===== config.mk =====
export PLATFORM = sky130hd
export DESIGN_NAME = dtcs_ctrl
export DESIGN_NICKNAME = d
export VERILOG_FILES = /design/src/hw/rtl/dtcs_pkg.sv /design/src/hw/rtl/dtcs_ctrl.sv
export SDC_FILE = /design/constraint.sdc
export NUM_CORES = 1
export LEC_CHECK = 0
export ABC_AREA = 1
export BUFFER_PORTS_ARGS = -buffer_cell sky130_fd_sc_hd__clkbuf_2
export CORE_AREA = 2 2 39 41
export DETAILED_ROUTE_END_ITERATION = 8
export DIE_AREA = 0 0 41 43
export PLACE_DENSITY = 0.47
export SLEW_MARGIN = 20
export SYNTH_ARGS = -nofsm -noshare
export SYNTH_HDL_FRONTEND = slang
export SYNTH_SLANG_ARGS = --single-unit

===== constraint.sdc =====
create_clock -name clock -period 2.85 [get_ports clock]
set_input_delay 0.285 -clock clock [delete_from_list [all_inputs] [get_ports clock]]
set_output_delay 0.285 -clock clock [all_outputs]
set_load 0.05 [all_outputs]

===== src/hw/rtl/dtcs_pkg.sv =====
package dtcs_pkg;

   localparam int SCREEN_WIDTH = 256;
   localparam int SCREEN_HEIGHT = 256;
   localparam int PIXEL_COUNT = SCREEN_WIDTH * SCREEN_HEIGHT;
   localparam int PIX_W = $clog2(PIXEL_COUNT);

   localparam int CELL_STEPS = 24;
   localparam int FADE_STEPS = 16;
   localparam int STEP_W = 5;
   localparam int LEVEL_SHIFT = 12;
   localparam int FADE_ONE_BIT = 28;

   localparam logic [1:0] OP_PLOT = 2'd0;
   localparam logic [1:0] OP_READ = 2'd1;
   localparam logic [1:0] OP_CLEAR = 2'd2;
   localparam logic [1:0] OP_SPARE = 2'd3;

   localparam logic [1:0] CSR_ATTENUATION = 2'd0;
   localparam logic [1:0] CSR_LIGHT = 2'd1;
   localparam logic [1:0] CSR_DARK = 2'd2;
   localparam logic [1:0] CSR_CELL = 2'd3;

   localparam logic [15:0] ATTENUATION_RESET = 16'd6554;
   localparam logic [15:0] LIGHT_RESET = 16'd58982;
   localparam logic [15:0] DARK_RESET = 16'd13107;
   localparam logic [23:0] CELL_RESET = 24'd6434;

   typedef struct packed {
      logic [1:0]  operation;
      logic [23:0] tex_u;
      logic [23:0] tex_v;
      logic [7:0]  pixel_x;
      logic [7:0]  pixel_y;
      logic [31:0] fragment_depth;
   } req_type;

   typedef struct packed {
      logic        was_written;
      logic [15:0] pixel_shade;
      logic [31:0] stored_depth;
   } rsp_type;

   typedef struct packed {
      logic load;
      logic clear_write;
      logic fetch;
      logic cell_step;
      logic fade_init;
      logic fade_step;
      logic commit;
   } ctl_cmd_type;

   typedef struct packed {
      logic op_clear;
      logic op_plot;
      logic clear_last;
      logic cell_last;
      logic fade_last;
   } ctl_sts_type;

   typedef enum logic [2:0] {
      ST_INIT_CLEAR,
      ST_IDLE,
      ST_FETCH,
      ST_CELL,
      ST_LEVEL,
      ST_FADE,
      ST_CLEAR,
      ST_COMMIT
   } state_type;

endpackage


===== src/hw/rtl/dtcs_ctrl.sv =====
module dtcs_ctrl (
   input  logic                  clock,
   input  logic                  reset,
   input  logic                  start,
   output logic                  busy,
   input  dtcs_pkg::ctl_sts_type sts,
   output dtcs_pkg::ctl_cmd_type cmd
);
   import dtcs_pkg::*;

   state_type state_ff, state_in;

   always_ff @(posedge clock) begin
      if (reset) begin
         state_ff <= ST_INIT_CLEAR;
      end else begin
         state_ff <= state_in;
      end
   end

   always_comb begin
      state_in = state_ff;
      cmd = '0;
      busy = 1'b1;
      unique case (state_ff)
         ST_INIT_CLEAR: begin
            cmd.clear_write = 1'b1;
            if (sts.clear_last) state_in = ST_IDLE;
         end
         ST_IDLE: begin
            busy = 1'b0;
            if (start) begin
               cmd.load = 1'b1;
               state_in = ST_FETCH;
            end
         end
         ST_FETCH: begin
            cmd.fetch = 1'b1;
            if (sts.op_clear) begin
               state_in = ST_CLEAR;
            end else if (sts.op_plot) begin
               state_in = ST_CELL;
            end else begin
               state_in = ST_COMMIT;
            end
         end
         ST_CELL: begin
            cmd.cell_step = 1'b1;
            if (sts.cell_last) state_in = ST_LEVEL;
         end
         ST_LEVEL: begin
            cmd.fade_init = 1'b1;
            state_in = ST_FADE;
         end
         ST_FADE: begin
            cmd.fade_step = 1'b1;
            if (sts.fade_last) state_in = ST_COMMIT;
         end
         ST_CLEAR: begin
            cmd.clear_write = 1'b1;
            if (sts.clear_last) state_in = ST_COMMIT;
         end
         ST_COMMIT: begin
            cmd.commit = 1'b1;
            state_in = ST_IDLE;
         end
         default: state_in = ST_IDLE;
      endcase
   end

endmodule


==> impl_metrics.env <==
export IMPL_fp_dieW_um=41
export IMPL_layoutNonFillerInstCount=87
export IMPL_synthTopCellsByCount="inv_1, nand2_1, nor2_1"
export IMPL_ant_nets=0
export IMPL_grtUsageTotal_pct=10.8
export IMPL_setup_ws_ns=1.15
export IMPL_htreeDepth=1
export IMPL_netlist_area_um2=345
export IMPL_hold_buffers=0
export IMPL_synthArstFlopShare_pct=0
export IMPL_fin_skew_ns=0.00478
export IMPL_wl_per_cell_um=9.15
export IMPL_drv_cap=0
export IMPL_dpl_cell_area_um2=422
export IMPL_core_area_um2=1380
export IMPL_place_ws_ns=1.41
export IMPL_synth_flop_cell="dfxtp_1"
export IMPL_setup_viol=0
export IMPL_final_cell_area_um2=448
export IMPL_regMostFlops="state_ff"
export IMPL_max_stage_delay_ns=0.47
export IMPL_finalCriticalPeriod_ns=1.70
export IMPL_fillers=165
export IMPL_synth_ff_latch_count=3
export IMPL_rows=14
export IMPL_cts_tree="built"
export IMPL_io_buffers=15
export IMPL_drt_pre_antenna_iters=4
export IMPL_root_buffer="clkbuf_4"
export IMPL_cts_setup_buffers=0
export IMPL_n_antenna_cell=0
export IMPL_route_detailed_drc=0
export IMPL_yosysWarnings=0
export IMPL_syn_area_per_cell_um2=6.40
export IMPL_vias=375
export IMPL_crit_type="reg2out"
export IMPL_yosys_top_cells_area="dfxtp_1, inv_1, nand3_2, nand2_1, nand2_4"
export IMPL_critPathMaxFanout=7
export IMPL_path_delay_family="buffers and inverters"
export IMPL_grt_max_degree=10
export IMPL_yosysUniqueCellTypes=20
export IMPL_die_h_um=43
export IMPL_worst_pin_slew_ns=0.388
export IMPL_largest_reg_flops=3
export IMPL_cp_arrival_ns=1.42
export IMPL_synth_top_area_share_pct=17.4
export IMPL_dp_cells=83
export IMPL_reg2reg_slack_ns=1.51
export IMPL_drive_gt1_share_pct=46.5
export IMPL_cp_cell_sequence="inv_2 > nor3_4 > inv_1 > nor2_1 > clkbuf_2"
export IMPL_yosysMostFrequentCell="inv_1"
export IMPL_grt_ovfl_total=0
export IMPL_cts_buffer_depth=2
export IMPL_multi_input_area_um2=218
export IMPL_finalMaxSlewViolations=0
export IMPL_cellLeakagePower_uw=0.000272
export IMPL_status="finished clean"
export IMPL_antenna_found_initial=0
export IMPL_syn_inst=54
export IMPL_start_util_pct=25.0
export IMPL_io_pins=16
export IMPL_globalplace_congestion=0.698
export IMPL_num_nets_final=80
export IMPL_post_dp_hpwl_um=651
export IMPL_maxSlewHeadroom_pct=74.1
export IMPL_grt_pass1_wl_mm=1.30
export IMPL_setup_tns_ns=0
export IMPL_cts_buffers=3
export IMPL_power_density_nw_per_um2=1290
export IMPL_post_cts_resized=0
export IMPL_min_path_type="in2reg"
export IMPL_worst_path_buf_inv=3
export IMPL_cts_sinks=3
export IMPL_clk_pin_slew_ns=0.04
export IMPL_top_regs="state_ff: 3 flops"
export IMPL_die_area_um2=1760
export IMPL_fin_crit_sh_pct=59.7
export IMPL_clock_fmax_mhz=587
export IMPL_end_kind="primary output"
export IMPL_hold_viol_final=0
export IMPL_grt_pass1_vias=332
export IMPL_insertion_delay_ns=0.23
export IMPL_syn_num_nets=62
export IMPL_post_drt_via_cell_ratio=4.31
export IMPL_seq_area_um2=60.1
export IMPL_rsz0062_at_grt="no"
export IMPL_ir_drop_mv=0.377
export IMPL_synth_edff_count=0
export IMPL_required_ns=2.57
export IMPL_hold_slack_ns=0.238
export IMPL_area_growth_pct=29.7
export IMPL_worstSetupStartpointType="register"
export IMPL_drt_iter0_drc=5
export IMPL_ys_seq_area_share_pct=17.4
export IMPL_cp_slowest_cell="dfxtp_1"
export IMPL_synth_top_area_cell="dfxtp_1"
export IMPL_wl_um=796
path summary, 6_finish.rpt:
| kind | startpoint | to | cells past startpoint |
|---|---|---|---|
| setup / recovery | state_ff[0] | cmd[6] | 5 |
| hold / removal | reset | state_ff[2] | 2 |
| setup reg to reg | state_ff[2] | state_ff[1] | 7 |
| hold reg to reg | state_ff[2] | state_ff[2] | 2 |
cell families after synthesis:
group / share of synthesized area [%]
and+or+nand+nor: 56.2
buffers and inverters: 19.6
AOI/OAI and AO/OA: 6.88
DFF: 17.4
power by group:
| part | internal (µW) | total (µW) | switching (µW) |
|---|---|---|---|
| clock | 52.6 | 76.1 | 23.5 |
| combinational | 107 | 391 | 285 |
| sequential | 60.7 | 110 | 49.6 |
placed cells by master, fill, tap and decap left out, types with 2 or more instances in the layout:
master	instances
nand3_1	3
dfxtp_1	3
nand2_2	3
clkbuf_2	15
nor3_1	2
inv_2	2
inv_1	11
nand2_1	8
nand2_4	2
nand3_2	3
nor2_1	6
nor2_2	2
clkbuf_4	3
cell type report:
type | count | share of cell area, %
Multi-Input combinational cell | 36 | 48.6
Timing Repair Buffer | 15 | 16.8
Sequential cell | 3 | 13.4
Inverter | 13 | 10.9
Clock buffer | 4 | 5.87
Tap cell | 16 | 4.47
metrics by stage:
step | util [%] | power [µW]
final | 32.4 | 578
after global routing | 32.4 | 620
after CTS | 32.4 | 589
after detailed placement | 30.5 | 507
after global placement | 30.5 | 504
after floorplan | - | 445
layer usage:
| layer | track usage, % | wire length (µm) | vias to the layer above |
|---|---|---|---|
| met5 | 0 | 0 | - |
| met4 | 8.00 | 8 | 0 |
| met3 | 0 | 38 | 2 |
| met2 | 15.9 | 385 | 11 |
| met1 | 14.3 | 364 | 161 |
| li1 | - | - | 201 |
Note: power is estimated with default switching activity, not from simulation.
